**src/rtl/smx_pkg.sv**
```systemverilog
// ----------------------------------------------------------------------------
// Stack machine execute package
// Sizes, opcodes, status codes, state encodings and control structs shared
// by the execute unit, its iterative arithmetic unit and its checker.
// ----------------------------------------------------------------------------
package smx_pkg;

	// Storage sizes.
	localparam int STACK_DEPTH = 256;
	localparam int ADDR_BITS   = 16;
	localparam int MEM_WORDS   = 1 << ADDR_BITS;
	localparam int SP_W        = $clog2(STACK_DEPTH);
	localparam int CNT_W       = $clog2(STACK_DEPTH + 1);

	// Opcodes.
	localparam logic [7:0] OP_HALT  = 8'd0;
	localparam logic [7:0] OP_GET   = 8'd1;
	localparam logic [7:0] OP_SET   = 8'd2;
	localparam logic [7:0] OP_PUT   = 8'd3;
	localparam logic [7:0] OP_POP   = 8'd4;
	localparam logic [7:0] OP_CLEAR = 8'd6;
	localparam logic [7:0] OP_GETP  = 8'd7;
	localparam logic [7:0] OP_GOTO  = 8'd8;
	localparam logic [7:0] OP_GOTOS = 8'd9;
	localparam logic [7:0] OP_ADD   = 8'd10;
	localparam logic [7:0] OP_SUB   = 8'd11;
	localparam logic [7:0] OP_MULT  = 8'd12;
	localparam logic [7:0] OP_DIV   = 8'd13;
	localparam logic [7:0] OP_POW   = 8'd14;
	localparam logic [7:0] OP_ROOT  = 8'd15;
	localparam logic [7:0] OP_MOD   = 8'd16;
	localparam logic [7:0] OP_EQ    = 8'd17;
	localparam logic [7:0] OP_LT    = 8'd18;
	localparam logic [7:0] OP_GT    = 8'd19;
	localparam logic [7:0] OP_NOT   = 8'd20;
	localparam logic [7:0] OP_POS   = 8'd21;
	localparam logic [7:0] OP_SETP  = 8'd24;

	// Status codes.
	localparam logic [2:0] ST_OK       = 3'd0;
	localparam logic [2:0] ST_OVERFLOW = 3'd1;
	localparam logic [2:0] ST_DIVZERO  = 3'd2;
	localparam logic [2:0] ST_ROOTZERO = 3'd3;
	localparam logic [2:0] ST_HALT     = 3'd4;

	// Execute sequencer states.
	typedef enum logic [2:0] {
		EX_CLEAR,
		EX_IDLE,
		EX_EXEC,
		EX_ITER,
		EX_FILL,
		EX_WB
	} ex_state_t;

	// Iterative unit operation kinds and states.
	typedef enum logic [1:0] {
		IT_DIV,
		IT_MOD,
		IT_POW,
		IT_ROOT
	} it_kind_t;

	typedef enum logic [2:0] {
		U_IDLE,
		U_DIV,
		U_RLAUNCH,
		U_POW,
		U_DONE
	} it_state_t;

	// Request to the iterative unit: lhs is the deeper operand, rhs the top.
	typedef struct packed {
		logic        start;
		it_kind_t    kind;
		logic [31:0] lhs;
		logic [31:0] rhs;
	} it_req_t;

	typedef struct packed {
		logic        done;
		logic [31:0] result;
	} it_rsp_t;

endpackage

```
**src/rtl/smx_iter.sv**
```systemverilog
// ----------------------------------------------------------------------------
// Stack machine iterative arithmetic unit
// Restoring divide and modulo (one quotient bit a cycle), saturating power
// (one multiply a cycle) and floor root (bitwise search over power trials).
// ----------------------------------------------------------------------------
module smx_iter
	import smx_pkg::*;
(
	input  logic    clk,
	input  logic    arst_n,
	input  it_req_t req,
	output it_rsp_t rsp
);

	it_state_t   st_q, st_d;
	it_kind_t    kind_q;
	logic [31:0] quo_q;
	logic [31:0] rem_q;
	logic [31:0] dsr_q;
	logic [31:0] xval_q;
	logic [4:0]  cnt_q;
	logic [31:0] base_q;
	logic [4:0]  exp_q;
	logic [31:0] acc_q;
	logic        sat_q;
	logic [15:0] res_q;
	logic [3:0]  bit_q;
	logic [31:0] out_q;

	// Divide step.
	logic [32:0] shifted;
	logic [32:0] diff;
	logic        ge;
	logic [31:0] rem_n;
	logic [31:0] quo_n;

	// Power launch and step.
	logic [31:0] l_base;
	logic [31:0] l_exp;
	logic [31:0] l_acc;
	logic        l_sat;
	logic [4:0]  l_cnt;
	logic [63:0] prod;
	logic [15:0] cand;
	logic        fit;
	logic [15:0] res_n;

	assign shifted = {rem_q, quo_q[31]};
	assign diff    = shifted - {1'b0, dsr_q};
	assign ge      = !diff[32];
	assign rem_n   = ge ? diff[31:0] : shifted[31:0];
	assign quo_n   = {quo_q[30:0], ge};

	assign cand  = res_q | (16'd1 << bit_q);
	assign prod  = {32'd0, acc_q} * {32'd0, base_q};
	assign fit   = !sat_q && (acc_q <= xval_q);
	assign res_n = fit ? cand : res_q;

	// Operands of a power trial: the request or the next root candidate.
	always_comb begin
		if (st_q == U_IDLE) begin
			l_base = req.lhs;
			l_exp  = req.rhs;
		end else begin
			l_base = {16'd0, cand};
			l_exp  = dsr_q;
		end
	end

	// Special powers finish at once; any other base of two or more saturates
	// for an exponent of 32 or more.
	always_comb begin
		l_acc = 32'd1;
		l_sat = 1'b0;
		l_cnt = 5'd0;
		priority if (l_exp == 32'd0) begin
			l_acc = 32'd1;
		end else if (l_base == 32'd0) begin
			l_acc = 32'd0;
		end else if (l_base == 32'd1) begin
			l_acc = 32'd1;
		end else if (|l_exp[31:5]) begin
			l_sat = 1'b1;
		end else begin
			l_cnt = l_exp[4:0];
		end
	end

	// Next state.
	always_comb begin
		st_d = st_q;
		unique case (st_q)
			U_IDLE: begin
				if (req.start) begin
					unique case (req.kind)
						IT_DIV, IT_MOD: st_d = U_DIV;
						IT_POW:         st_d = U_POW;
						IT_ROOT:        st_d = (req.rhs == 32'd1) ? U_DONE : U_RLAUNCH;
						default:        st_d = U_IDLE;
					endcase
				end
			end
			U_DIV:     st_d = (cnt_q == 5'd0) ? U_DONE : U_DIV;
			U_RLAUNCH: st_d = U_POW;
			U_POW: begin
				if (sat_q || exp_q == 5'd0) begin
					if (kind_q == IT_POW || bit_q == 4'd0) begin
						st_d = U_DONE;
					end else begin
						st_d = U_RLAUNCH;
					end
				end
			end
			U_DONE:  st_d = U_IDLE;
			default: st_d = U_IDLE;
		endcase
	end

	// Outputs.
	always_comb begin
		rsp.done   = (st_q == U_DONE);
		rsp.result = out_q;
	end

	always_ff @(posedge clk or negedge arst_n) begin
		if (!arst_n) begin
			st_q <= U_IDLE;
		end else begin
			st_q <= st_d;
		end
	end

	// Datapath registers.
	always_ff @(posedge clk) begin
		unique case (st_q)
			U_IDLE: begin
				kind_q <= req.kind;
				quo_q  <= req.lhs;
				rem_q  <= 32'd0;
				dsr_q  <= req.rhs;
				xval_q <= req.lhs;
				cnt_q  <= 5'd31;
				res_q  <= 16'd0;
				bit_q  <= 4'd15;
				base_q <= l_base;
				acc_q  <= l_acc;
				sat_q  <= l_sat;
				exp_q  <= l_cnt;
				out_q  <= req.lhs;
			end
			U_DIV: begin
				rem_q <= rem_n;
				quo_q <= quo_n;
				cnt_q <= cnt_q - 5'd1;
				out_q <= (kind_q == IT_MOD) ? rem_n : quo_n;
			end
			U_RLAUNCH: begin
				base_q <= l_base;
				acc_q  <= l_acc;
				sat_q  <= l_sat;
				exp_q  <= l_cnt;
			end
			U_POW: begin
				if (sat_q || exp_q == 5'd0) begin
					if (kind_q == IT_POW) begin
						out_q <= sat_q ? 32'hFFFF_FFFF : acc_q;
					end else begin
						res_q <= res_n;
						bit_q <= bit_q - 4'd1;
						out_q <= {16'd0, res_n};
					end
				end else begin
					if (|prod[63:32]) begin
						sat_q <= 1'b1;
					end else begin
						acc_q <= prod[31:0];
					end
					exp_q <= exp_q - 5'd1;
				end
			end
			U_DONE: begin
				out_q <= out_q;
			end
			default: begin
				out_q <= out_q;
			end
		endcase
	end

endmodule

```
**config.mk**
```make
export PLATFORM = sky130hd
export DESIGN_NAME = smx_iter
export DESIGN_NICKNAME = d
export VERILOG_FILES = /design/src/rtl/smx_pkg.sv /design/src/rtl/smx_iter.sv
export SDC_FILE = /design/constraint.sdc
export NUM_CORES = 2
export LEC_CHECK = 0
export BUFFER_PORTS_ARGS = -buffer_cell sky130_fd_sc_hd__clkbuf_2
export CAP_MARGIN = 40
export CELL_PAD_IN_SITES_DETAIL_PLACEMENT = 1
export CELL_PAD_IN_SITES_GLOBAL_PLACEMENT = 2
export CORE_ASPECT_RATIO = 1.4
export CORE_MARGIN = 5
export CORE_UTILIZATION = 39
export DETAILED_ROUTE_END_ITERATION = 12
export GPL_TIMING_DRIVEN = 0
export HOLD_SLACK_MARGIN = 0.05
export PLACE_DENSITY = 0.78
export REMOVE_ABC_BUFFERS = 1
export SYNTH_ARGS = -nofsm -noshare
export SYNTH_HDL_FRONTEND = slang
export SYNTH_SLANG_ARGS = --single-unit
```
**constraint.sdc**
```tcl
create_clock -name clk -period 8.69 [get_ports clk]
set_input_delay 1.738 -clock clk [delete_from_list [all_inputs] [get_ports clk]]
set_output_delay 1.738 -clock clk [all_outputs]
set_load 0.02 [all_outputs]
```
* Word level (Yosys, flattened, before mapping)
Cells that the tools add are included.
Storage, ports and cells: bits in registers 260, input bits 69, output and inout bits 33, word-level logic and storage cells 108
Operators by class: add/subtract/negate cells 4, $mul 1, magnitude comparators 1, eq/ne operators 17, shift-type cells 1, mux-type cells 43, bitwise operators 1, reductions and logical operators 26
Operators by type and width (count):
- $mux W32 | 9
- $pmux W32 S2 | 3
- $pmux W32 S3 | 1
- $eq A32 B1 Y1 const B | 2
- $logic_not A32 Y1 | 2
- $mul A32 B32 Y64 | 1
- $mux W16 | 3
- $sub A33 B32 Y33 | 1
- $le A32 B32 Y1 | 1
- $pmux W16 S2 | 1
- $reduce_or A32 Y1 | 1
- $reduce_or A27 Y1 | 1
- $mux W5 | 5
- $pmux W5 S2 | 2
- $or A16 B16 Y16 | 1
- $shl A1 B4 Y16 const A | 1
- $mux W3 | 5
- $ne A2 B2 Y1 const B | 6
- $pmux W3 S4 | 1
- $logic_not A5 Y1 | 2
- $sub A5 B1 Y5 const B | 2
- $pmux W3 S3 | 1
- $reduce_and A3 Y1 | 3
- $mux W1 | 8
- 19 further kinds | 31

* Longest topological paths before layout
word-level depth 8, gate-level depth with buffers 30, mapped depth without buffers 27

* Worst setup path before layout
No wires, ideal clock.
kind reg2reg, start register acc_q[28], end register acc_q[0] (enable), setup time 391 ps, arrival 8304 ps, slack -6 ps, cell stages (with the launch flop) 26, period minus slack after synthesis 8696 ps, cell sequence edfxtp_1 -> clkbuf_1 -> and2_1 -> fa_1 -> inv_1 -> fa_1 -> fa_1 -> fa_1 -> fa_1 -> fa_1 -> fa_1 -> fa_1 -> inv_1 -> ha_1 -> buf_2 -> nand2_2 -> or4_4 -> or3_4 -> a31oi_1 -> o31ai_1 -> a21o_1 -> a211oi_1 -> o22ai_1 -> xnor2_1 -> nor3_1 -> a31o_1
Between the ends: longest elaborated chain between the ends 4
RTL lines:
- from (decl) | line smx_iter.sv:24 | logic [31:0] acc_q;
- from (signal assigned) | line smx_iter.sv:146 | acc_q <= l_acc;
- from (signal assigned) | line smx_iter.sv:159 | acc_q <= l_acc;
- from (signal assigned) | line smx_iter.sv:176 | acc_q <= prod[31:0];
- $mul A32 B32 Y64 | line smx_iter.sv:55 | assign prod = {32'd0, acc_q} * {32'd0, base_q};
- $reduce_or A32 Y1 | line smx_iter.sv:173 | if (|prod[63:32]) begin
- $ne A2 B2 Y1 (no source line)
- $reduce_and A3 Y1 (no source line)
Every way passes these cells. A chain may end at the register's enable or synchronous reset.

* Worst setup path in the final report
start register base_q[7], end register acc_q[12] (enable)
Between the ends: longest elaborated chain between the ends 4
RTL lines:
- from (decl) | line smx_iter.sv:22 | logic [31:0] base_q;
- from (signal assigned) | line smx_iter.sv:145 | base_q <= l_base;
- from (signal assigned) | line smx_iter.sv:158 | base_q <= l_base;
- $mul A32 B32 Y64 | line smx_iter.sv:55
- $reduce_or A32 Y1 | line smx_iter.sv:173
- $ne A2 B2 Y1 (no source line)
- $reduce_and A3 Y1 (no source line)
Every way passes these cells.

==> flow_metrics.py <==
metrics = {
    "global_route": {
        "grt_max_degree": 91,
        "grt_antenna_before_repair": 16,
        "grt_use_total_pct": 24.7,
        "global_route_wire_length_before_repair_um": 244000,
        "grt_pass1_vias": 42100,
        "grt-ovfl-total": 0,
    },
    "floorplan": {
        "die_x_um": 303,
        "fp.dieH_um": 421,
        "num_io_pins": 102,
        "dieArea_mm2": 0.128,
        "fp-row-count": 150,
        "floorplan.initialDensity_pct": 39.3,
        "core_footprint_mm2": 0.120,
    },
    "timing": {
        "slew_at_the_pin_closest_to_its_max_slew_limit_ps": 855,
        "min_setup_slack_post_route_ps": -272,
        "fin_worst_skew_ps": 25.9,
        "final.min_clock_period_ps": 8960,
        "timing_max_transition_violations_final": 0,
        "slew_headroom_pct": 42.9,
        "min_period_over_period_pct": 103,
        "setup_tns_ps": -7860,
        "rsz0062_at_grt": "yes",
        "achievable-frequency_ghz": 0.112,
        "setup_viol_count_final": 32,
        "finalHoldViolCount": 0,
    },
    "worst_setup_path": {
        "timing.critical_path.from_type": "flop",
        "arrival_ps": 9250,
        "critical_path.max_stage_delay_ps": 570,
        "path_max_fanout": 9,
        "critPathMostFrequentCell": "sky130_fd_sc_hd__fa_1",
        "reg2reg_setup_slack_ps": -270,
        "cp_slowest_cell": "sky130_fd_sc_hd__fa_1",
        "timing.rr.start": "base_q[7]$_DFFE_PP_",
        "critical_path.endpoint": "acc_q[12]$_SDFFCE_PN0P_",
        "crit_required_ps": 8980,
        "crit-reg2reg-capture": "acc_q[12]$_SDFFCE_PN0P_",
        "criticalPathCategory": "flop to flop",
        "endpoint_kind": "flop",
        "critical_path.startpoint": "base_q[7]$_DFFE_PP_",
        "worst-r2r-cell-count": 29,
    },
    "routing": {
        "count_of_nets_left_with_antenna_violations_after_detail_routing": 0,
        "drc": 0,
        "routed-via-count": 36400,
        "totalWireLength_um": 159000,
        "first_iter_violations": 1647,
        "detail_route.vias_per_cell": 5.40,
        "pre_antenna_drt_iters": 5,
        "routedWlPerCell_um": 23.5,
    },
    "place": {
        "preCtsSetupSlack_ps": -2040,
        "dpl.cell_count": 6500,
        "detailed_place_hpwl_um": 125000,
        "gpl_wtd_cong": 0.910,
        "placedInstanceArea_mm2": 0.0510,
        "io_buffer_count": 101,
    },
    "cts": {
        "cts_made_buffers": 29,
        "tritoncts": "built",
        "numClockSinks": 260,
        "cts_max_level": 1,
        "clockRootBuffer": "sky130_fd_sc_hd__clkbuf_16",
        "clock_latency_ps": 590,
        "clk_path_buf_depth": 3,
        "hold_buffers": 0,
        "clk_pin_slew_ps": 70,
    },
    "synth": {
        "synth-edff-count": 225,
        "synthesis.instances": 4979,
        "syn-mean-instance-area_um2": 9.44,
        "ys_ff_latch": 260,
        "synth_area_mm2": 0.0470,
        "synth.top_cells.by_area": "sky130_fd_sc_hd__fa_1 38%, sky130_fd_sc_hd__edfxtp_1 14%, sky130_fd_sc_hd__ha_1 8.9%",
        "synth_cell_types": 90,
        "yosys_warnings": 0,
        "synth_top_area_share_pct": 38.2,
        "asyncSetResetFlopFracSynth_pct": 1.15,
        "ys_seq_area_share_pct": 15.9,
        "postSynth.topFlopCell": "sky130_fd_sc_hd__edfxtp_1",
        "post-synth-top-area-cell": "sky130_fd_sc_hd__fa_1",
    },
    "final_layout": {
        "layout.filler_cells": 13400,
        "layout_commonest_cell": "sky130_fd_sc_hd__fa_1",
        "layout.cell_area.non_filler_mm2": 0.0547,
        "fin_cells": 6739,
        "mostFrequentLayoutCells": "881 x sky130_fd_sc_hd__fa_1, 777 x sky130_fd_sc_hd__inv_1, 700 x sky130_fd_sc_hd__nand2_1",
        "finalNetCount": 6413,
        "area.growth.synth_to_final_pct": 16.3,
        "fraction_of_layout_cells_with_a_size_suffix_above_1_pct": 12.2,
    },
    "run_status": {
        "outcome": "complete, but fails checks",
        "violated_checks": "setup timing",
    },
    "min_path": {
        "worst_hold_startpoint": "dsr_q[27]$_DFF_P_",
        "min_path_type": "flop to flop",
    },
    "flow_run": {
        "cap_viol_max_count": 0,
    },
}
critical path: cells and delay by family, from the launching register on:
kind                       cells  cell delay (ps)
adders and majority gates      9             4340
and+or+nand+nor                6             1490
AOI/OAI and AO/OA              6             1200
buffers and inverters          8             1080
DFF                            1              540
cell families after synthesis:
kind of cell	after synthesis	share of synthesized area, %
AO/OA/AOI/OAI	581	7.93
buffers and inverters	1080	8.78
adder cells (fa/ha/maj)	1233	47.1
flip-flops	260	15.9
XOR/XNOR	76	1.42
multiplexers	40	0.859
AND/OR/NAND/NOR	1709	18.0
state kept, by name, summed over array words and instances, names as in the netlist:
name / cells
acc_q: 32
base_q: 32
dsr_q: 32
out_q: 32
quo_q: 32
rem_q: 32
xval_q: 32
res_q: 16
cnt_q: 5
exp_q: 5
bit_q: 4
st_q: 3
kind_q: 2
sat_q: 1
synthesized netlist by cell type (all sizes together), types with 15 or more instances:
library cell	count
a31oi	43
dfxtp	32
buf	20
nor4	28
mux2i	37
xnor2	53
o211ai	20
and3	18
a21o	52
nor2	173
nand2	715
a211oi	16
ha	336
fa	897
nor3	49
nand4	40
nand3	28
edfxtp	225
o21ai	166
nor2b	15
inv	787
xor2	23
clkbuf	273
and2	594
o21a	22
o21bai	21
a21oi	134
routing by layer:
| metal | global-route usage, % | part of all wire [%] | routed length, um |
|---|---|---|---|
| met1 | 29.0 | 38 | 60300 |
| met2 | 47.2 | 54 | 85700 |
| met5 | 0 | 0.017 | 27 |
| met3 | 1.71 | 3.0 | 4800 |
| met4 | 8.76 | 4.9 | 7740 |
worst min path at each step:
stage                                     to  depth (start not counted)
after detailed placement    dsr_q[2]$_DFF_P_                          2
after floorplan             dsr_q[4]$_DFF_P_                          2
after CTS                  dsr_q[27]$_DFF_P_                          2
final                      dsr_q[27]$_DFF_P_                          2
after global routing      quo_q[4]$_DFFE_PP_                          2
after global placement      dsr_q[2]$_DFF_P_                          2
per-stage QoR:
stage                     util (%)  hold WS [ps]
after floorplan                  -           467
after global placement        40.4           510
after detailed placement      42.7           516
after CTS                     45.2           535
after global routing          45.8           565
final                         45.8           527
layout make-up:
cell class / count / area, um^2 / share of cell area [%]
Antenna cell: 10 / 25.0 / 0.0457
Clock buffer: 31 / 733 / 1.34
Clock inverter: 22 / 245 / 0.448
Inverter: 787 / 2960 / 5.40
Multi-Input combinational cell: 3639 / 36300 / 66.4
Sequential cell: 260 / 7470 / 13.7
Tap cell: 1596 / 2000 / 3.65
Timing Repair Buffer: 394 / 4960 / 9.06
repair_timing:
| item | in CTS | in global routing |
|---|---|---|
| setup endpoints to repair | 33 | 33 |
| gates resized for setup | 163 | 59 |
| gates cloned | 6 | 7 |
| buffers inserted | 129 | 34 |
| pin swaps | 51 | 59 |
Power is left out: the tool's default activity adds up to more than one toggle a clock period on the data nets, which glitch-free logic cannot reach.
